===== config.mk =====
export PLATFORM = sky130hd
export DESIGN_NAME = utf8_xml_char_filter_top_flat
export DESIGN_NICKNAME = d
export VERILOG_FILES = /design/src/hdl/uxcf_pkg.sv /design/src/hdl/uxcf_if.sv /design/src/hdl/uxcf_front.sv /design/src/hdl/uxcf_queue.sv /design/src/hdl/uxcf_back.sv /design/src/hdl/utf8_xml_char_filter_top.sv /design/src/flat_wrapper.sv
export SDC_FILE = /design/constraint.sdc
export NUM_CORES = 1
export LEC_CHECK = 0
export BUFFER_PORTS_ARGS = -buffer_cell sky130_fd_sc_hd__buf_4
export CAP_MARGIN = 30
export CORE_MARGIN = 2
export CORE_UTILIZATION = 62
export CTS_CLUSTER_SIZE = 8
export DETAILED_ROUTE_END_ITERATION = 8
export GPL_TIMING_DRIVEN = 0
export PLACE_DENSITY = 0.79
export REMOVE_ABC_BUFFERS = 1
export SYNTH_ARGS = -nofsm -noshare
export SYNTH_HDL_FRONTEND = slang
export SYNTH_SLANG_ARGS = --single-unit

===== constraint.sdc =====
create_clock -name clk -period 6.05 [get_ports clk]
set_input_delay 0.605 -clock clk [delete_from_list [all_inputs] [get_ports clk]]
set_output_delay 0.605 -clock clk [all_outputs]
set_load 0.01 [all_outputs]

===== src/hdl/uxcf_pkg.sv =====
// Package for the UTF-8 XML 1.0 character filter.
// Holds the queue entry type, code point limits and the XML character check.
// No dependencies.
package uxcf_pkg;

  localparam int BYTE_W  = 8;
  localparam int CP_W    = 21;
  localparam int QDEPTH  = 4;
  localparam int QPTR_W  = $clog2(QDEPTH);
  localparam int QCNT_W  = $clog2(QDEPTH + 1);

  localparam logic [CP_W-1:0] CP_MAX      = 21'h10FFFF;
  localparam logic [CP_W-1:0] CP_SURR_LO  = 21'h00D7FF;
  localparam logic [CP_W-1:0] CP_SURR_HI  = 21'h00E000;
  localparam logic [CP_W-1:0] CP_BMP_MAX  = 21'h00FFFD;
  localparam logic [CP_W-1:0] CP_TAB      = 21'h000009;
  localparam logic [CP_W-1:0] CP_LF       = 21'h00000A;
  localparam logic [CP_W-1:0] CP_CR       = 21'h00000D;
  localparam logic [CP_W-1:0] CP_SPACE    = 21'h000020;

  localparam logic [2:0] LEN_1 = 3'd1;
  localparam logic [2:0] LEN_2 = 3'd2;
  localparam logic [2:0] LEN_3 = 3'd3;
  localparam logic [2:0] LEN_4 = 3'd4;

  // One finished character (or bare end marker) waiting for the back end.
  typedef struct packed {
    logic [3:0][BYTE_W-1:0] bytes;
    logic [2:0]             cnt;    // kept bytes, 0 for a bare end marker
    logic                   eos;
    logic                   err;
  } job_t;

  function automatic logic xml_allowed(input logic [2:0] len, input logic [CP_W-1:0] cp);
    logic ok;
    case (len)
      LEN_4:   ok = (cp <= CP_MAX);
      LEN_3:   ok = (cp <= CP_SURR_LO) || ((cp >= CP_SURR_HI) && (cp <= CP_BMP_MAX));
      LEN_2:   ok = 1'b1;
      default: ok = (cp == CP_TAB) || (cp == CP_LF) || (cp == CP_CR) || (cp >= CP_SPACE);
    endcase
    return ok;
  endfunction

endpackage


===== src/hdl/uxcf_if.sv =====
// Valid/ready channel interfaces for the input bytes and the filtered words.
// Depends on uxcf_pkg.
interface uxcf_in_if;
  logic                       valid;
  logic                       ready;
  logic [uxcf_pkg::BYTE_W-1:0] in_byte;
  logic                       end_of_string;

  modport source(output valid, in_byte, end_of_string, input ready);
  modport sink(input valid, in_byte, end_of_string, output ready);
endinterface

interface uxcf_out_if;
  logic                       valid;
  logic                       ready;
  logic [uxcf_pkg::BYTE_W-1:0] out_byte;
  logic                       byte_valid;
  logic                       string_done;
  logic                       error_seen;
  logic                       run_last;

  modport source(output valid, out_byte, byte_valid, string_done, error_seen, run_last,
                 input ready);
  modport sink(input valid, out_byte, byte_valid, string_done, error_seen, run_last,
               output ready);
endinterface


===== src/hdl/uxcf_front.sv =====
// Front end: takes one byte per cycle while the queue is not full, decodes UTF-8, checks the XML 1.0 range
// and pushes each kept character or end marker as a job. Depends on uxcf_pkg.
module uxcf_front (
  input  logic                        clk,
  input  logic                        rst_n,
  input  logic                        in_valid,
  output logic                        in_ready,
  input  logic [uxcf_pkg::BYTE_W-1:0] in_byte,
  input  logic                        in_eos,
  input  logic                        q_full,
  output logic                        push,
  output uxcf_pkg::job_t              push_job
);
  import uxcf_pkg::*;

  logic [CP_W-1:0]             acc_r, acc_nxt;
  logic [2:0]                  len_r, len_nxt;
  logic [1:0]                  rem_r, rem_nxt;
  logic                        err_r, err_nxt;
  logic [3:0][BYTE_W-1:0]      held_r, held_nxt;
  logic [2:0]                  emit;
  logic [1:0]                  pos;
  logic                        accept;

  assign in_ready = !q_full;
  assign accept   = in_valid && in_ready;

  always_comb begin
    acc_nxt  = acc_r;
    len_nxt  = len_r;
    rem_nxt  = rem_r;
    err_nxt  = err_r;
    held_nxt = held_r;
    emit     = 3'd0;
    pos      = len_r[1:0] - rem_r;
    if (rem_r == 2'd0) begin
      held_nxt[0] = in_byte;
      if (in_byte[7:3] == 5'b11110) begin
        acc_nxt = {in_byte[2:0], 18'd0};
        len_nxt = LEN_4;
        rem_nxt = 2'd3;
      end else if (in_byte[7:4] == 4'b1110) begin
        acc_nxt = {5'd0, in_byte[3:0], 12'd0};
        len_nxt = LEN_3;
        rem_nxt = 2'd2;
      end else if (in_byte[7:5] == 3'b110) begin
        acc_nxt = {10'd0, in_byte[4:0], 6'd0};
        len_nxt = LEN_2;
        rem_nxt = 2'd1;
      end else if (!in_byte[7]) begin
        acc_nxt = {13'd0, in_byte};
        len_nxt = LEN_1;
        if (xml_allowed(LEN_1, acc_nxt)) begin
          emit = LEN_1;
        end
      end else begin
        err_nxt = 1'b1;   // stray continuation or 11111xxx lead
      end
    end else begin
      held_nxt[pos] = in_byte;
      case (rem_r)
        2'd3:    acc_nxt = acc_r | {3'd0, in_byte[5:0], 12'd0};
        2'd2:    acc_nxt = acc_r | {9'd0, in_byte[5:0], 6'd0};
        default: acc_nxt = acc_r | {15'd0, in_byte[5:0]};
      endcase
      rem_nxt = rem_r - 2'd1;
      if ((rem_nxt == 2'd0) && xml_allowed(len_r, acc_nxt)) begin
        emit = len_r;
      end
    end
    if (in_eos && (rem_nxt != 2'd0)) begin
      err_nxt = 1'b1;     // truncated at end of string
    end
  end

  assign push           = accept && ((emit != 3'd0) || in_eos);
  assign push_job.bytes = held_nxt;
  assign push_job.cnt   = emit;
  assign push_job.eos   = in_eos;
  assign push_job.err   = err_nxt;

  always_ff @(posedge clk) begin
    if (!rst_n) begin
      acc_r <= '0;
      len_r <= '0;
      rem_r <= '0;
      err_r <= 1'b0;
    end else if (accept) begin
      if (in_eos) begin
        acc_r <= '0;
        len_r <= '0;
        rem_r <= '0;
        err_r <= 1'b0;
      end else begin
        acc_r <= acc_nxt;
        len_r <= len_nxt;
        rem_r <= rem_nxt;
        err_r <= err_nxt;
      end
    end
  end

  always_ff @(posedge clk) begin
    if (accept) begin
      held_r <= held_nxt;
    end
  end

endmodule


===== src/hdl/uxcf_queue.sv =====
// Short job queue between the decode front end and the output back end.
// Depends on uxcf_pkg.
module uxcf_queue (
  input  logic           clk,
  input  logic           rst_n,
  input  logic           push,
  input  uxcf_pkg::job_t push_job,
  input  logic           pop,
  output uxcf_pkg::job_t head_job,
  output logic           empty,
  output logic           full
);
  import uxcf_pkg::*;

  job_t              mem_r [QDEPTH];
  logic [QPTR_W-1:0] wr_ptr_r, rd_ptr_r;
  logic [QCNT_W-1:0] cnt_r;
  logic              do_push, do_pop;

  assign empty    = (cnt_r == '0);
  assign full     = (cnt_r == QCNT_W'(QDEPTH));
  assign do_push  = push && !full;
  assign do_pop   = pop && !empty;
  assign head_job = mem_r[rd_ptr_r];

  always_ff @(posedge clk) begin
    if (!rst_n) begin
      wr_ptr_r <= '0;
      rd_ptr_r <= '0;
      cnt_r    <= '0;
    end else begin
      if (do_push) begin
        wr_ptr_r <= wr_ptr_r + 1'b1;
      end
      if (do_pop) begin
        rd_ptr_r <= rd_ptr_r + 1'b1;
      end
      if (do_push && !do_pop) begin
        cnt_r <= cnt_r + 1'b1;
      end else if (!do_push && do_pop) begin
        cnt_r <= cnt_r - 1'b1;
      end
    end
  end

  always_ff @(posedge clk) begin
    if (do_push) begin
      mem_r[wr_ptr_r] <= push_job;
    end
  end

endmodule


===== src/hdl/uxcf_back.sv =====
// Back end: takes jobs from the queue and plays out one word per cycle while out_ready is high.
// Depends on uxcf_pkg.
module uxcf_back (
  input  logic                        clk,
  input  logic                        rst_n,
  input  uxcf_pkg::job_t              head_job,
  input  logic                        q_empty,
  output logic                        pop,
  output logic                        out_valid,
  input  logic                        out_ready,
  output logic [uxcf_pkg::BYTE_W-1:0] out_byte,
  output logic                        byte_valid,
  output logic                        string_done,
  output logic                        error_seen,
  output logic                        run_last
);
  import uxcf_pkg::*;

  job_t       job_r;
  logic [1:0] idx_r;
  logic       busy_r;
  logic       last;

  assign last        = (job_r.cnt == 3'd0) || ({1'b0, idx_r} == (job_r.cnt - 3'd1));
  assign pop         = !q_empty && (!busy_r || (out_ready && last));
  assign out_valid   = busy_r;
  assign byte_valid  = (job_r.cnt != 3'd0);
  assign out_byte    = byte_valid ? job_r.bytes[idx_r] : '0;
  assign run_last    = last;
  assign string_done = job_r.eos && last;
  assign error_seen  = job_r.err;

  always_ff @(posedge clk) begin
    if (!rst_n) begin
      busy_r <= 1'b0;
      idx_r  <= '0;
    end else if (pop) begin
      busy_r <= 1'b1;
      idx_r  <= '0;
    end else if (busy_r && out_ready) begin
      if (last) begin
        busy_r <= 1'b0;
      end else begin
        idx_r <= idx_r + 2'd1;
      end
    end
  end

  always_ff @(posedge clk) begin
    if (pop) begin
      job_r <= head_job;
    end
  end

endmodule


===== src/hdl/utf8_xml_char_filter_top.sv =====
// Top level of the UTF-8 XML 1.0 character filter.
// Depends on uxcf_pkg, uxcf_if, uxcf_front, uxcf_queue, uxcf_back.
//
//   channel   dir  handshake      payload
//   in_ch     in   valid/ready    in_byte[7:0], end_of_string
//   out_ch    out  valid/ready    out_byte[7:0], byte_valid, string_done,
//                                 error_seen, run_last
//
// One byte is taken per cycle while the 4-entry job queue has room.
// A kept character leaves as 1 to 4 words, one per cycle while out_ready is high,
// from the back end; its job is written into the queue, then loaded into the back end.
// Reset (rst_n low, synchronous) empties the queue and clears decode state.
// Output stalls back up into the queue; input stalls only when it is full.
module utf8_xml_char_filter_top (
  input logic      clk,
  input logic      rst_n,
  uxcf_in_if.sink  in_ch,
  uxcf_out_if.source out_ch
);
  import uxcf_pkg::*;

  job_t push_job, head_job;
  logic push, pop, q_empty, q_full;

  uxcf_front u_front (
    .clk      (clk),
    .rst_n    (rst_n),
    .in_valid (in_ch.valid),
    .in_ready (in_ch.ready),
    .in_byte  (in_ch.in_byte),
    .in_eos   (in_ch.end_of_string),
    .q_full   (q_full),
    .push     (push),
    .push_job (push_job)
  );

  uxcf_queue u_queue (
    .clk      (clk),
    .rst_n    (rst_n),
    .push     (push),
    .push_job (push_job),
    .pop      (pop),
    .head_job (head_job),
    .empty    (q_empty),
    .full     (q_full)
  );

  uxcf_back u_back (
    .clk         (clk),
    .rst_n       (rst_n),
    .head_job    (head_job),
    .q_empty     (q_empty),
    .pop         (pop),
    .out_valid   (out_ch.valid),
    .out_ready   (out_ch.ready),
    .out_byte    (out_ch.out_byte),
    .byte_valid  (out_ch.byte_valid),
    .string_done (out_ch.string_done),
    .error_seen  (out_ch.error_seen),
    .run_last    (out_ch.run_last)
  );

endmodule


===== src/flat_wrapper.sv =====
// flat-port wrapper written by rule: the top's interface ports become plain ports
module utf8_xml_char_filter_top_flat import uxcf_pkg::*;
  (clk, rst_n, in_ch_valid, in_ch_in_byte, in_ch_end_of_string, in_ch_ready, out_ch_valid, out_ch_out_byte, out_ch_byte_valid, out_ch_string_done, out_ch_error_seen, out_ch_run_last, out_ch_ready);
  uxcf_in_if in_ch_i ();
  uxcf_out_if out_ch_i ();
  input logic clk;
  input logic rst_n;
  input wire logic [$bits(in_ch_i.valid)-1:0] in_ch_valid;
  input wire logic [$bits(in_ch_i.in_byte)-1:0] in_ch_in_byte;
  input wire logic [$bits(in_ch_i.end_of_string)-1:0] in_ch_end_of_string;
  output wire logic [$bits(in_ch_i.ready)-1:0] in_ch_ready;
  output wire logic [$bits(out_ch_i.valid)-1:0] out_ch_valid;
  output wire logic [$bits(out_ch_i.out_byte)-1:0] out_ch_out_byte;
  output wire logic [$bits(out_ch_i.byte_valid)-1:0] out_ch_byte_valid;
  output wire logic [$bits(out_ch_i.string_done)-1:0] out_ch_string_done;
  output wire logic [$bits(out_ch_i.error_seen)-1:0] out_ch_error_seen;
  output wire logic [$bits(out_ch_i.run_last)-1:0] out_ch_run_last;
  input wire logic [$bits(out_ch_i.ready)-1:0] out_ch_ready;
  assign in_ch_i.valid = in_ch_valid;
  assign in_ch_i.in_byte = in_ch_in_byte;
  assign in_ch_i.end_of_string = in_ch_end_of_string;
  assign in_ch_ready = in_ch_i.ready;
  assign out_ch_valid = out_ch_i.valid;
  assign out_ch_out_byte = out_ch_i.out_byte;
  assign out_ch_byte_valid = out_ch_i.byte_valid;
  assign out_ch_string_done = out_ch_i.string_done;
  assign out_ch_error_seen = out_ch_i.error_seen;
  assign out_ch_run_last = out_ch_i.run_last;
  assign out_ch_i.ready = out_ch_ready;
  utf8_xml_char_filter_top u_core (.clk(clk), .rst_n(rst_n), .in_ch(in_ch_i), .out_ch(out_ch_i));
endmodule

==> impl_summary.md <==
Floorplanning
The floorplan step defined a die boundary enclosing 0.0180 mm^2. The floorplan has 47 rows. The top-level I/O count is 27. The initial utilization of the core area, before any placement, comes to 63.3%. The region available for standard cell placement spans 0.0166 mm^2. The die extent in x is 134 um.

The vertical extent of the die is 134 um.

Clocking
Gates resized during post-CTS repair numbered 0. The maximum buffer depth of the clock tree is 3. The root buffer cell chosen for the clock tree is clkbuf_16.

The H-tree was split into 2 levels. TritonCTS built the clock tree. The clock insertion delay at the later pin of the skew report is 0.50 ns. The buffers inserted during post-CTS setup optimization is 0. Counting every sink on the clock net gives 254. Clock-pin slew was measured on the worst setup and hold paths at 0.05 ns.

The count of hold buffers inserted by post-cts repair is 0. Counting the buffers created by CTS gives 37.

Critical path
The most common cell type on the critical path is inv_1. The launch point of the worst reg-to-reg path is u_core.u_front.rem_r[1]. The data arrival at the endpoint of the critical path is 4.70 ns. The worst register-to-register path has a setup slack of 1.78 ns. The capturing element type of the critical path is a flip-flop. On the critical path the largest part of the delay comes from simple AND/OR/NAND/NOR gates. The signal on the critical path passes through and2b_1, a21oi_1, nor4_1, nand2_1, o211ai_1, a31oi_4, inv_1, ha_1, inv_1, fa_1, xor2_1, or3_1, a21boi_0. The critical path in this run is classified as flip-flop to flip-flop. The critical path's slowest cell is dfxtp_1. Data on the critical path is required at its endpoint by 6.48 ns. Counting both buffers and inverters, the worst setup path holds a total of 2. STA classifies the critical path startpoint as a flip-flop. Along the worst path, the maximum fanout reaches 25. On the worst path, the slowest cell contributes a delay of 0.88 ns.

The worst setup path startpoint is u_core.u_front.rem_r[1].

Global routing
After global routing the overflow that remains totals 0. The initial antenna violation count is 0. The number of global-route vias before repair is 6,433. The pin count of the biggest net entering global routing is 40. Global routing used 27.2% of the available tracks. The first global-routing pass estimated 36,400 um of wire.

Pwr
The total power is 5360 uW. The standby leakage power is 0.00401 uW. The worst-case IR drop observed on VDD is 250 uV.

The power density over the cells is 442 mW/mm^2.

Route
Before antenna repair, the detailed router went through 5 iterations. The via count is 6,078. The count of routing violations after the opening detailed-route iteration is 547. For this block, the routed nets add up to 23,200 um of wire.

Dividing the detail-routed wire length by the instance count gives 25.1 um. The count of nets left with antenna violations once routing finished came out at 0. In the routed layout, each cell is associated on average with a via count of 6.56. In the routed design, unresolved DRC markers number 0.

Placed design
The wire-length estimate of the detail-placed layout is 12,900 um. The count of buffers from port buffering is 26. At the end of routability-driven placement, the weighted congestion stood at 0.884.

Hold path
The startpoint identified for the worst hold timing path is in_ch_end_of_string. The worst min-delay path category is input port to flip-flop.

Logic synthesis
The number of warnings reported in the yosys synthesis log is 0. The synthesized design contains 217 enable-type register cells. After synthesis, flip-flops and latches occupy 69.1% of the total area. The distinct cell type count after synthesis is 61. Counting every instance in the synthesized netlist gives 644.

In the synthesized netlist the dominant register cell turns out to be edfxtp_1. After synthesis, the share of flip-flops with an asynchronous set or reset is 0%. The summed instance area of the synthesized netlist is 0.0105 mm^2. The average cell area after synthesis is 16.3 um^2. The synthesis-stage register bit count is 254.

STA
The share of the clock period used by the worst path is 70.6%. The shortest period the worst path allows is 4.27 ns. The final-report hold violation count is 0.

Setup repair after global routing left no endpoint under its margin. Headroom to the max-slew limit came out at 38.7%. The worst-margin pin slew is 0.919 ns. Setup total negative slack on the finished layout was measured at 0 ns. For the final database, setup skew stands at 0.0104 ns. The number of max-slew violations in the final report is 0. Setup violations remaining at the end of the flow were counted as 0. The highest attainable clock frequency is 0.234 GHz.

Finish
Registers take 0.00726 mm^2. The number of fill cells in the layout is 985. After the last flow step, the layout net total stands at 707. In the final layout, the multi-input gates occupy 0.00307 mm^2.

The number of antenna repair diodes is 0. In the final layout, the share of cells above drive strength 1 is 24.1%. The area growth from synthesis to layout is 15.5%.

Job
The tool flagged a number of max-cap violations equal to 0.

Run status
The flow ran to the end, and the final reports show no timing, DRC or antenna violations.
[layout by cell type (no fill, tap or decap), drive strengths merged, types with 2 or more instances in the layout]
cell,n
a22o,4
xor2,2
a22oi,10
a211oi,4
nor3,4
a21oi,23
a21boi,7
mux2i,2
mux2,32
o21ai,18
and3,3
nor2b,39
xnor2,6
clkbuf,59
and2,9
nand2b,4
or4,2
o211ai,3
inv,19
a31oi,6
a31o,2
nand2,28
edfxtp,217
o31a,2
and4,2
nor2,26
a32oi,4
nand3b,2
o31ai,2
dfxtp,37
ha,8
o22ai,2
nand3,9
nor3b,3
nor4,7
mux4,45
buf,36
[cells in the mapped netlist (all sizes together), types with 2 or more instances]
| master | instances | area [um^2] |
|---|---|---|
| edfxtp | 217 | 6520 |
| mux4 | 45 | 1010 |
| nor2b | 39 | 244 |
| dfxtp | 37 | 741 |
| mux2 | 32 | 360 |
| nand2 | 28 | 105 |
| clkbuf | 26 | 97.6 |
| nor2 | 26 | 97.6 |
| a21oi | 23 | 115 |
| inv | 18 | 67.6 |
| o21ai | 18 | 90.1 |
| a22oi | 10 | 75.1 |
| and2 | 9 | 56.3 |
| nand3 | 9 | 45.0 |
| buf | 8 | 33.8 |
| ha | 8 | 100 |
| a21boi | 7 | 52.6 |
| nor4 | 7 | 43.8 |
| a31oi | 6 | 52.6 |
| xnor2 | 6 | 52.6 |
| a211oi | 4 | 30.0 |
| a22o | 4 | 35.0 |
| a32oi | 4 | 35.0 |
| nand2b | 4 | 25.0 |
| nor3 | 4 | 25.0 |
| and3 | 3 | 20.0 |
| nor3b | 3 | 22.5 |
| o211ai | 3 | 22.5 |
| a31o | 2 | 17.5 |
| and4 | 2 | 20.0 |
| mux2i | 2 | 20.0 |
| nand3b | 2 | 15.0 |
| o22ai | 2 | 12.5 |
| o31a | 2 | 17.5 |
| o31ai | 2 | 15.0 |
| or4 | 2 | 18.8 |
| xor2 | 2 | 17.5 |
[metrics by stage]
step	setup WS, ns	hold slack (ns)	utilization [%]	instances	instance area [um^2]
after floorplan	1.85	0.438	-	610	10400
after global placement	-0.501	0.453	65.4	856	10800
after detailed placement	1.84	0.466	66.6	865	11000
after CTS	1.83	0.409	73.0	925	12100
after global routing	1.51	0.423	73.1	926	12100
final	1.78	0.440	73.1	926	12100
[final timing paths]
kind	endpoint	cells after the start
setup / recovery	u_core.u_queue.cnt_r[2]	13
hold / removal	u_core.u_queue.mem_r[1][1]	1
setup reg to reg	u_core.u_queue.cnt_r[2]	13
hold reg to reg	u_core.u_front.acc_r[19]	2
[flip-flops by register name (all words and copies together), names as in the netlist]
name and count:
u_core.u_queue.mem_r 148, u_core.u_back.job_r 36, u_core.u_front.held_r 32, u_core.u_front.acc_r 21
u_core.u_front.len_r 3, u_core.u_queue.cnt_r 3, u_core.u_back.idx_r 2, u_core.u_front.rem_r 2
u_core.u_queue.rd_ptr_r 2, u_core.u_queue.wr_ptr_r 2, u_core.u_back.error_seen 1, u_core.u_back.out_valid 1
u_core.u_front.err_r 1
[layout make-up]
type	count	area share (%)
Inverter	18	0.557
Sequential cell	254	59.9
Clock buffer	59	8.75
Timing Repair Buffer	36	3.12
Multi-Input combinational cell	338	25.3
Clock inverter	1	0.0722
Tap cell	220	2.27
[routing by layer]
metal  global-route usage, %  vias up  part of all wire (%)
met4                    9.77        0                   2.5
li1                        -     2610                     -
met1                    35.2     3119                    39
met2                    46.7      291                    52
met5                       0        -                     0
met3                    4.99       58                   6.2
[cell families (layout without fill, tap and decap cells)]
family / Yosys count / in the layout / synth area share (%)
buffers and inverters: 52 / 114 / 1.89
multiplexers: 79 / 79 / 13.3
AND/OR/NAND/NOR: 144 / 144 / 7.50
AO/OA/AOI/OAI: 98 / 98 / 6.40
adder cells (fa/ha/maj): 9 / 9 / 1.14
flip-flops: 254 / 254 / 69.1
XOR/XNOR: 8 / 8 / 0.667
[power by group]
group,internal (uW),switching [uW],total (uW)
Combinational,466,526,992
Clock,1190,702,1890
Sequential,2310,171,2480
Power figures use the tool's default switching activity.
